==> src/jsu8_pkg.sv <==
// Shared types and constants of the JSON string UTF-8 decoder.
// Depends on nothing; every other file imports it.
`default_nettype none

package jsu8_pkg;

   localparam logic [7:0] CHAR_SPACE = 8'h20;
   localparam logic [7:0] CHAR_TAB   = 8'h09;
   localparam logic [7:0] CHAR_LF    = 8'h0A;
   localparam logic [7:0] CHAR_CR    = 8'h0D;
   localparam logic [7:0] CHAR_QUOTE = 8'h22;
   localparam logic [7:0] CHAR_AT    = 8'h40;

   localparam logic [7:0] LEAD_2 = 8'h80;
   localparam logic [7:0] LEAD_3 = 8'hE0;
   localparam logic [7:0] LEAD_4 = 8'hF0;
   localparam logic [7:0] LEAD_5 = 8'hF8;
   localparam logic [7:0] LEAD_6 = 8'hFC;
   localparam logic [7:0] LEAD_BAD = 8'hFE;
   localparam logic [7:0] CONT_END = 8'hC0;

   localparam logic [2:0] NARROW_MAX_LEN = 3'd3;
   localparam logic [15:0] MAX_CHARS = 16'hFFFF;

   localparam int CMD_DEPTH = 4;
   localparam int CMD_PTR_W = $clog2(CMD_DEPTH);
   localparam int CMD_CNT_W = $clog2(CMD_DEPTH + 1);

   typedef enum logic [1:0] {
      PH_WAIT_QUOTE = 2'd0,
      PH_WAIT_AT    = 2'd1,
      PH_BODY       = 2'd2
   } phase_type;

   typedef enum logic [1:0] {
      KIND_CHAR = 2'd0,
      KIND_END  = 2'd1,
      KIND_ERR  = 2'd2
   } kind_type;

   typedef enum logic [1:0] {
      ERR_NONE  = 2'd0,
      ERR_UTF8  = 2'd1,
      ERR_BIG   = 2'd2,
      ERR_MATCH = 2'd3
   } err_type;

   typedef enum logic {
      CSR_ATTR_MODE   = 1'b0,
      CSR_NARROW_MODE = 1'b1
   } csr_index_type;

   // One classified input byte; lead_len of zero marks a byte of 0xFE or above.
   typedef struct packed {
      logic       is_space;
      logic       is_quote;
      logic       is_at;
      logic       is_cont;
      logic [2:0] lead_len;
      logic [6:0] lead_val;
      logic [5:0] cont_val;
   } byte_class_type;

   typedef struct packed {
      kind_type    kind;
      logic [30:0] code_point;
      logic [15:0] char_count;
      err_type     error_code;
   } result_type;

   typedef struct packed {
      logic attr_mode;
      logic narrow_mode;
   } mode_type;

endpackage

`default_nettype wire

==> src/jsu8_front.sv <==
// Front end: classifies each raw byte for the decode back end.
// Depends on jsu8_pkg.
`default_nettype none

module jsu8_front (
   input  wire logic [7:0]              in_byte,
   output jsu8_pkg::byte_class_type     cls
);
   import jsu8_pkg::*;

   always_comb begin
      cls          = '0;
      cls.is_space = (in_byte == CHAR_SPACE) || (in_byte == CHAR_TAB) ||
                     (in_byte == CHAR_LF) || (in_byte == CHAR_CR);
      cls.is_quote = (in_byte == CHAR_QUOTE);
      cls.is_at    = (in_byte == CHAR_AT);
      cls.is_cont  = (in_byte >= LEAD_2) && (in_byte < CONT_END);
      cls.cont_val = in_byte[5:0];
      if (in_byte < LEAD_2) begin
         cls.lead_len = 3'd1;
         cls.lead_val = in_byte[6:0];
      end else if (in_byte < LEAD_3) begin
         cls.lead_len = 3'd2;
         cls.lead_val = {2'b0, in_byte[4:0]};
      end else if (in_byte < LEAD_4) begin
         cls.lead_len = 3'd3;
         cls.lead_val = {3'b0, in_byte[3:0]};
      end else if (in_byte < LEAD_5) begin
         cls.lead_len = 3'd4;
         cls.lead_val = {4'b0, in_byte[2:0]};
      end else if (in_byte < LEAD_6) begin
         cls.lead_len = 3'd5;
         cls.lead_val = {5'b0, in_byte[1:0]};
      end else if (in_byte < LEAD_BAD) begin
         cls.lead_len = 3'd6;
         cls.lead_val = {6'b0, in_byte[0]};
      end else begin
         cls.lead_len = 3'd0;
         cls.lead_val = 7'd0;
      end
   end

endmodule

`default_nettype wire

==> src/jsu8_queue.sv <==
// Short queue of classified bytes between front and back end.
// Depends on jsu8_pkg.
`default_nettype none

module jsu8_queue (
   input  wire logic                    clock,
   input  wire logic                    reset,
   input  wire logic                    push,
   input  wire jsu8_pkg::byte_class_type wdata,
   output logic                         full,
   input  wire logic                    pop,
   output logic                         empty,
   output jsu8_pkg::byte_class_type     rdata
);
   import jsu8_pkg::*;

   byte_class_type         slot_ff [CMD_DEPTH];
   logic [CMD_PTR_W-1:0]   wr_ptr_ff, wr_ptr_in;
   logic [CMD_PTR_W-1:0]   rd_ptr_ff, rd_ptr_in;
   logic [CMD_CNT_W-1:0]   count_ff, count_in;
   logic                   do_push, do_pop;

   assign full    = (count_ff == CMD_CNT_W'(CMD_DEPTH));
   assign empty   = (count_ff == '0);
   assign rdata   = slot_ff[rd_ptr_ff];
   assign do_push = push && !full;
   assign do_pop  = pop && !empty;

   always_comb begin
      wr_ptr_in = do_push ? wr_ptr_ff + 1'b1 : wr_ptr_ff;
      rd_ptr_in = do_pop ? rd_ptr_ff + 1'b1 : rd_ptr_ff;
      count_in  = count_ff;
      if (do_push && !do_pop) begin
         count_in = count_ff + 1'b1;
      end else if (do_pop && !do_push) begin
         count_in = count_ff - 1'b1;
      end
   end

   always_ff @(posedge clock) begin
      if (reset) begin
         wr_ptr_ff <= '0;
         rd_ptr_ff <= '0;
         count_ff  <= '0;
      end else begin
         wr_ptr_ff <= wr_ptr_in;
         rd_ptr_ff <= rd_ptr_in;
         count_ff  <= count_in;
      end
   end

   always_ff @(posedge clock) begin
      if (do_push) begin
         slot_ff[wr_ptr_ff] <= wdata;
      end
   end

endmodule

`default_nettype wire

==> src/jsu8_back.sv <==
// Back end: string state machine, UTF-8 assembly and a two-entry result queue.
// Depends on jsu8_pkg.
`default_nettype none

module jsu8_back (
   input  wire logic                    clock,
   input  wire logic                    reset,
   input  wire jsu8_pkg::mode_type      mode,
   input  wire logic                    cmd_empty,
   input  wire jsu8_pkg::byte_class_type cmd,
   output logic                         cmd_pop,
   output logic                         rsp_empty,
   input  wire logic                    rsp_pop,
   output jsu8_pkg::result_type         rsp
);
   import jsu8_pkg::*;

   phase_type    phase_ff, phase_in;
   logic [2:0]   octets_ff, octets_in;
   logic [2:0]   seq_len_ff, seq_len_in;
   logic [30:0]  partial_ff, partial_in;
   logic [15:0]  count_ff, count_in;

   result_type   res;
   logic         res_valid;
   logic         done;
   logic [2:0]   octets_next;

   result_type   out_ff [2];
   logic         out_wr_ff, out_wr_in;
   logic         out_rd_ff, out_rd_in;
   logic [1:0]   out_cnt_ff, out_cnt_in;
   logic         out_pop;
   logic         out_space;

   assign rsp_empty = (out_cnt_ff == 2'd0);
   assign rsp       = out_ff[out_rd_ff];
   assign out_pop   = rsp_pop && !rsp_empty;
   assign out_space = (out_cnt_ff != 2'd2) || out_pop;
   assign cmd_pop   = !cmd_empty && out_space;
   assign octets_next = octets_ff + 3'd1;

   always_comb begin
      phase_in   = phase_ff;
      octets_in  = octets_ff;
      seq_len_in = seq_len_ff;
      partial_in = partial_ff;
      count_in   = count_ff;
      res        = '{kind: KIND_CHAR, code_point: '0, char_count: '0, error_code: ERR_NONE};
      res_valid  = 1'b0;
      done       = 1'b0;
      if (cmd_pop) begin
         case (phase_ff)
            PH_WAIT_QUOTE: begin
               if (cmd.is_quote) begin
                  count_in   = '0;
                  octets_in  = '0;
                  seq_len_in = '0;
                  partial_in = '0;
                  phase_in   = mode.attr_mode ? PH_WAIT_AT : PH_BODY;
               end else if (!cmd.is_space) begin
                  count_in       = '0;
                  octets_in      = '0;
                  seq_len_in     = '0;
                  partial_in     = '0;
                  res_valid      = 1'b1;
                  res.kind       = KIND_ERR;
                  res.error_code = ERR_MATCH;
               end
            end
            PH_WAIT_AT: begin
               if (cmd.is_at) begin
                  phase_in = PH_BODY;
               end else begin
                  phase_in       = PH_WAIT_QUOTE;
                  octets_in      = '0;
                  seq_len_in     = '0;
                  partial_in     = '0;
                  res_valid      = 1'b1;
                  res.kind       = KIND_ERR;
                  res.char_count = count_ff;
                  res.error_code = ERR_MATCH;
               end
            end
            PH_BODY: begin
               if (cmd.is_quote) begin
                  // drop any partial character
                  phase_in       = PH_WAIT_QUOTE;
                  octets_in      = '0;
                  seq_len_in     = '0;
                  partial_in     = '0;
                  res_valid      = 1'b1;
                  res.kind       = KIND_END;
                  res.char_count = count_ff;
               end else if (octets_ff == 3'd0) begin
                  if (cmd.lead_len == 3'd0) begin
                     phase_in       = PH_WAIT_QUOTE;
                     octets_in      = '0;
                     seq_len_in     = '0;
                     partial_in     = '0;
                     res_valid      = 1'b1;
                     res.kind       = KIND_ERR;
                     res.char_count = count_ff;
                     res.error_code = ERR_UTF8;
                  end else if (mode.narrow_mode && (cmd.lead_len > NARROW_MAX_LEN)) begin
                     phase_in       = PH_WAIT_QUOTE;
                     octets_in      = '0;
                     seq_len_in     = '0;
                     partial_in     = '0;
                     res_valid      = 1'b1;
                     res.kind       = KIND_ERR;
                     res.char_count = count_ff;
                     res.error_code = ERR_BIG;
                  end else begin
                     seq_len_in = cmd.lead_len;
                     partial_in = {24'd0, cmd.lead_val};
                     octets_in  = 3'd1;
                     done       = (cmd.lead_len == 3'd1);
                  end
               end else if (cmd.is_cont) begin
                  partial_in = {partial_ff[24:0], cmd.cont_val};
                  octets_in  = octets_next;
                  done       = (octets_next >= seq_len_ff);
               end else begin
                  phase_in       = PH_WAIT_QUOTE;
                  octets_in      = '0;
                  seq_len_in     = '0;
                  partial_in     = '0;
                  res_valid      = 1'b1;
                  res.kind       = KIND_ERR;
                  res.char_count = count_ff;
                  res.error_code = ERR_UTF8;
               end
            end
            default: begin
               phase_in   = PH_WAIT_QUOTE;
               octets_in  = '0;
               seq_len_in = '0;
               partial_in = '0;
            end
         endcase
         if (done) begin
            // saturate the count, emit and clear the sequence
            count_in       = (count_ff != MAX_CHARS) ? count_ff + 16'd1 : count_ff;
            res_valid      = 1'b1;
            res.kind       = KIND_CHAR;
            res.code_point = partial_in;
            res.char_count = count_in;
            octets_in      = '0;
            seq_len_in     = '0;
            partial_in     = '0;
         end
      end
   end

   always_comb begin
      out_wr_in  = res_valid ? ~out_wr_ff : out_wr_ff;
      out_rd_in  = out_pop ? ~out_rd_ff : out_rd_ff;
      out_cnt_in = out_cnt_ff;
      if (res_valid && !out_pop) begin
         out_cnt_in = out_cnt_ff + 2'd1;
      end else if (out_pop && !res_valid) begin
         out_cnt_in = out_cnt_ff - 2'd1;
      end
   end

   always_ff @(posedge clock) begin
      if (reset) begin
         phase_ff   <= PH_WAIT_QUOTE;
         octets_ff  <= '0;
         seq_len_ff <= '0;
         partial_ff <= '0;
         count_ff   <= '0;
         out_wr_ff  <= 1'b0;
         out_rd_ff  <= 1'b0;
         out_cnt_ff <= '0;
      end else begin
         phase_ff   <= phase_in;
         octets_ff  <= octets_in;
         seq_len_ff <= seq_len_in;
         partial_ff <= partial_in;
         count_ff   <= count_in;
         out_wr_ff  <= out_wr_in;
         out_rd_ff  <= out_rd_in;
         out_cnt_ff <= out_cnt_in;
      end
   end

   always_ff @(posedge clock) begin
      if (res_valid) begin
         out_ff[out_wr_ff] <= res;
      end
   end

endmodule

`default_nettype wire

==> src/json_string_utf8_decoder.sv <==
// Top level of the JSON string UTF-8 decoder: mode registers and the three parts.
// Depends on jsu8_pkg, jsu8_front, jsu8_queue and jsu8_back.
//
// The decoder takes one byte per cycle and sustains that rate indefinitely
// while rsp_pop keeps up: a pushed byte is registered in a four-entry byte
// queue, is decoded by the string state machine when it leaves the queue,
// and its result (if any) is registered for the rsp_ ports.
// The state machine in the back end sets the rate; the byte
// queue and a two-entry result queue let input and output stall apart.
// Each byte gives zero or one result: a decoded character with the running
// count, the end of a string, or an error. csr_ready is always high; write
// attr_mode (index 0) and narrow_mode (index 1) only while no bytes or
// results are in flight. No clearing pass follows reset.
`default_nettype none

module json_string_utf8_decoder (
   input  wire logic        clock,
   input  wire logic        reset,
   input  wire logic        req_push,
   output logic             req_full,
   input  wire logic [7:0]  req_in_byte,
   output logic             rsp_empty,
   input  wire logic        rsp_pop,
   output logic [1:0]       rsp_kind,
   output logic [30:0]      rsp_code_point,
   output logic [15:0]      rsp_char_count,
   output logic [1:0]       rsp_error_code,
   input  wire logic        csr_valid,
   output logic             csr_ready,
   input  wire logic        csr_index,
   input  wire logic        csr_data
);
   import jsu8_pkg::*;

   mode_type        mode_ff, mode_in;
   byte_class_type  front_cls;
   byte_class_type  cmd;
   logic            cmd_empty;
   logic            cmd_pop;
   result_type      rsp;

   assign csr_ready = 1'b1;

   always_comb begin
      mode_in = mode_ff;
      if (csr_valid) begin
         case (csr_index_type'(csr_index))
            CSR_ATTR_MODE:   mode_in.attr_mode   = csr_data;
            CSR_NARROW_MODE: mode_in.narrow_mode = csr_data;
            default:         mode_in = mode_ff;
         endcase
      end
   end

   always_ff @(posedge clock) begin
      if (reset) begin
         mode_ff <= '0;
      end else begin
         mode_ff <= mode_in;
      end
   end

   jsu8_front u_front (
      .in_byte (req_in_byte),
      .cls     (front_cls)
   );

   jsu8_queue u_queue (
      .clock (clock),
      .reset (reset),
      .push  (req_push),
      .wdata (front_cls),
      .full  (req_full),
      .pop   (cmd_pop),
      .empty (cmd_empty),
      .rdata (cmd)
   );

   jsu8_back u_back (
      .clock     (clock),
      .reset     (reset),
      .mode      (mode_ff),
      .cmd_empty (cmd_empty),
      .cmd       (cmd),
      .cmd_pop   (cmd_pop),
      .rsp_empty (rsp_empty),
      .rsp_pop   (rsp_pop),
      .rsp       (rsp)
   );

   assign rsp_kind       = rsp.kind;
   assign rsp_code_point = rsp.code_point;
   assign rsp_char_count = rsp.char_count;
   assign rsp_error_code = rsp.error_code;

endmodule

`default_nettype wire

==> config.mk <==
export PLATFORM = sky130hd
export DESIGN_NAME = json_string_utf8_decoder
export DESIGN_NICKNAME = d
export VERILOG_FILES = /design/src/jsu8_pkg.sv /design/src/jsu8_front.sv /design/src/jsu8_queue.sv /design/src/jsu8_back.sv /design/src/json_string_utf8_decoder.sv
export SDC_FILE = /design/constraint.sdc
export NUM_CORES = 1
export LEC_CHECK = 0
export BUFFER_PORTS_ARGS = -buffer_cell sky130_fd_sc_hd__buf_2
export CAP_MARGIN = 25
export CORE_MARGIN = 5
export CORE_UTILIZATION = 42
export CTS_BUF_LIST = sky130_fd_sc_hd__clkbuf_8
export CTS_CLUSTER_SIZE = 10
export DETAILED_ROUTE_END_ITERATION = 10
export SLEW_MARGIN = 20
export SYNTH_ARGS = -nofsm -noshare
export SYNTH_HDL_FRONTEND = slang
export SYNTH_SLANG_ARGS = --single-unit
==> constraint.sdc <==
create_clock -name clock -period 12.67 [get_ports clock]
set_input_delay 2.534 -clock clock [delete_from_list [all_inputs] [get_ports clock]]
set_output_delay 2.534 -clock clock [all_outputs]
set_load 0.05 [all_outputs]
==> flow_summary.yaml <==
yosys:
  synth_seq_area_share: 0.632
  syn_area_sq_mm: 0.0109
  syn_nets: 844
  synth-warning-count: 0
  synth_edf_count: 182
  async_flop_share: 0
  synth_seq_cells: 253
  ys.flop_type: "edfxtp_1"
  synth_cell_types: 68
  synth_area_per_cell_sq_um: 13.4
  syn_inst: 811
worst_setup_path:
  rr_worst_depth: 7
  crit_start: "rsp_pop"
  arrival_ps: 5580
  start_kind: "input pin"
  worstPathRequired_ps: 12850
  end_kind: "flip-flop"
  crit_path_end: "u_back.out_ff[1][21]$_DFFE_PP_"
  rrSetupSlack_ps: 8850
  cp_max_fo: 45
  reg2reg_to: "u_back.out_ff[1][21]$_DFFE_PP_"
  path_class: "input pin to flip-flop"
floorplan:
  pin_count: 69
  start_util: 0.422
  die-area_sq_mm: 0.0293
  std_cell_rows: 59
  core_area_sq_mm: 0.0258
  fp.dieH_um: 171
  fp.dieW_um: 171
sta:
  setup_violations: 0
  finalMaxSlewViolations: 0
  relSlewSlack: 0.314
  fin_crit_ps: 5390
  fmax_mhz: 185
  finalHoldViolCount: 0
  worst_slew_pin_slew_ps: 1030
  period_share: 0.426
  grt_setup_unrepaired: "no"
  clock_skew_ps: 37.7
  finalSetupTns_ps: 0
route:
  drc_errors: 0
  ant_nets: 0
  drt_iter0_drc: 385
  vias_per_cell: 5.48
  wirelength_um: 23100
  vias: 6911
  dr.pass1.iters: 5
  wire_per_inst_um: 18.3
cells_and_area:
  layout-drive-gt1-share: 0.243
  final_net_count: 925
  regArea_sq_mm: 0.00689
  fill_cells: 2309
  multi_input_area_sq_mm: 0.00378
  mostFrequentLayoutCell: "edfxtp_1"
  n_antenna_cell: 0
  syn_to_final_growth_pct: 14.4
  final_cell_mix: "edfxtp_1 (182), dfxtp_1 (70), buf_2 (67), nor2_1 (64), mux2_2 (53)"
clock_network:
  cts-resized-gates: 0
  cts_sinks: 253
  clkLatencyLatePin_ps: 580
  cts_buffers: 43
  holdBufCountCts: 0
  cts_tree: "yes"
  clockBufferDepth: 3
  h-tree-depth: 2
  clkTransAtPathRegs_ps: 60
  post_cts_buffers: 0
  clockRootBuffer: "clkbuf_8"
place:
  io_buffers: 67
  dpl.hpwl_um: 14600
  gp_congestion: 0.837
global_route:
  grt_use_total: 0.159
  grt_overflow: 0
  grt_max_degree: 52
  grt_pass1_wl_um: 37300
  first_global_vias: 6860
  grt_antenna_before_repair: 0
hold_path:
  hold_path.class: "flip-flop to flip-flop"
  whs_path_depth: 1
power:
  p_total_mw: 2.76
  p_leak_nw: 4.29
  pwr_density_cell_mw_per_mm2: 221
  vdd_drop_max_mv: 0.139
job:
  cap_violations: 0
run_status:
  status: "finished, final reports clean"
==> routing by layer <==
layer	track usage	wire [um]
met1	0.227	10900
met2	0.244	10300
met3	0.0381	1420
met4	0.0462	482
met5	0	0
==> power by group <==
| group | total [mW] | switching (mW) | internal, mW |
|---|---|---|---|
| registers | 1.08 | 0.0378 | 1.04 |
| logic | 0.971 | 0.687 | 0.283 |
| clock network | 0.710 | 0.334 | 0.376 |
==> through the flow <==
step                 util  cells  hold WS (ps)  setup WS, ps  cell area [sq um]
global placement    0.447   1177           463          6810              11600
floorplan               -    811           450          4910              10900
detailed placement  0.450   1182           467          6690              11600
CTS                 0.483   1260           484          7290              12500
finish              0.483   1260           481          7280              12500
global route        0.483   1260           499          6990              12500
==> state kept, by name, indices dropped and copies added (netlist names), named ones only <==
register,cells
mode_ff,2
u_back.seq_len_ff,3
u_queue.wr_ptr_ff,2
u_queue.slot_ff,80
u_back.partial_ff,31
u_queue.count_ff,3
u_back.out_ff,102
u_back.out_wr_ff,1
u_back.phase_ff,2
u_back.out_cnt_ff,2
u_back.octets_ff,3
u_queue.rd_ptr_ff,2
u_back.count_ff,16
u_back.out_rd_ff,1
==> critical path, stage by stage <==
cell and delay (ps):
buf_2 100, nor3b_1 50, nor2_1 640, inv_1 600, nor2_1 270, nand2_1 360
a21boi_4 400, buf_4 580
==> cell type report <==
| class | instances | area share |
|---|---|---|
| Sequential cell | 253 | 0.552 |
| Multi-Input combinational cell | 495 | 0.303 |
| Clock buffer | 45 | 0.0497 |
| Timing Repair Buffer | 81 | 0.0383 |
| Tap cell | 335 | 0.0336 |
| Clock inverter | 33 | 0.0172 |
| Inverter | 18 | 0.00542 |
==> logic make-up (layout without fill, tap and decap cells) <==
| group | Yosys count | count (layout) | share of synthesized area |
|---|---|---|---|
| xor+xnor | 10 | 10 | 0.00803 |
| compound gates | 173 | 173 | 0.111 |
| buf+inv | 63 | 177 | 0.0243 |
| other cells | 1 | 1 | 0.000344 |
| flops | 253 | 253 | 0.632 |
| mux | 82 | 82 | 0.105 |
| fa+ha+maj | 18 | 18 | 0.0213 |
| simple gates | 211 | 211 | 0.0981 |
==> worst min-delay path by stage <==
stage / slack [ps] / to / from
final: 480 / u_back.partial_ff[29]$_SDFFE_PP0P_ / u_back.partial_ff[29]$_SDFFE_PP0P_
after global routing: 500 / u_back.partial_ff[29]$_SDFFE_PP0P_ / u_back.partial_ff[29]$_SDFFE_PP0P_
after CTS: 480 / u_back.seq_len_ff[2]$_SDFFE_PP0P_ / u_back.seq_len_ff[2]$_SDFFE_PP0P_
after detailed placement: 470 / u_back.partial_ff[25]$_SDFFE_PP0P_ / u_back.partial_ff[25]$_SDFFE_PP0P_
after global placement: 460 / u_back.partial_ff[29]$_SDFFE_PP0P_ / u_back.partial_ff[29]$_SDFFE_PP0P_
after floorplan: 450 / u_back.seq_len_ff[2]$_SDFFE_PP0P_ / u_back.seq_len_ff[2]$_SDFFE_PP0P_
==> cell usage after synthesis, types with 10 or more instances <==
cell / instances / area share
edfxtp_1: 182 / 0.50
dfxtp_1: 71 / 0.13
nor2_1: 64 / 0.022
mux2_2: 53 / 0.055
nand2_1: 39 / 0.013
a21oi_1: 33 / 0.015
clkbuf_1: 32 / 0.011
a22o_1: 30 / 0.024
a22oi_1: 25 / 0.017
o21ai_0: 22 / 0.010
mux4_2: 19 / 0.039
nand3_1: 19 / 0.0087
inv_1: 18 / 0.0062
ha_1: 17 / 0.020
a31oi_1: 11 / 0.0063
nor3_1: 11 / 0.0050
or3_1: 10 / 0.0057
(Power assumes the default switching activity.)
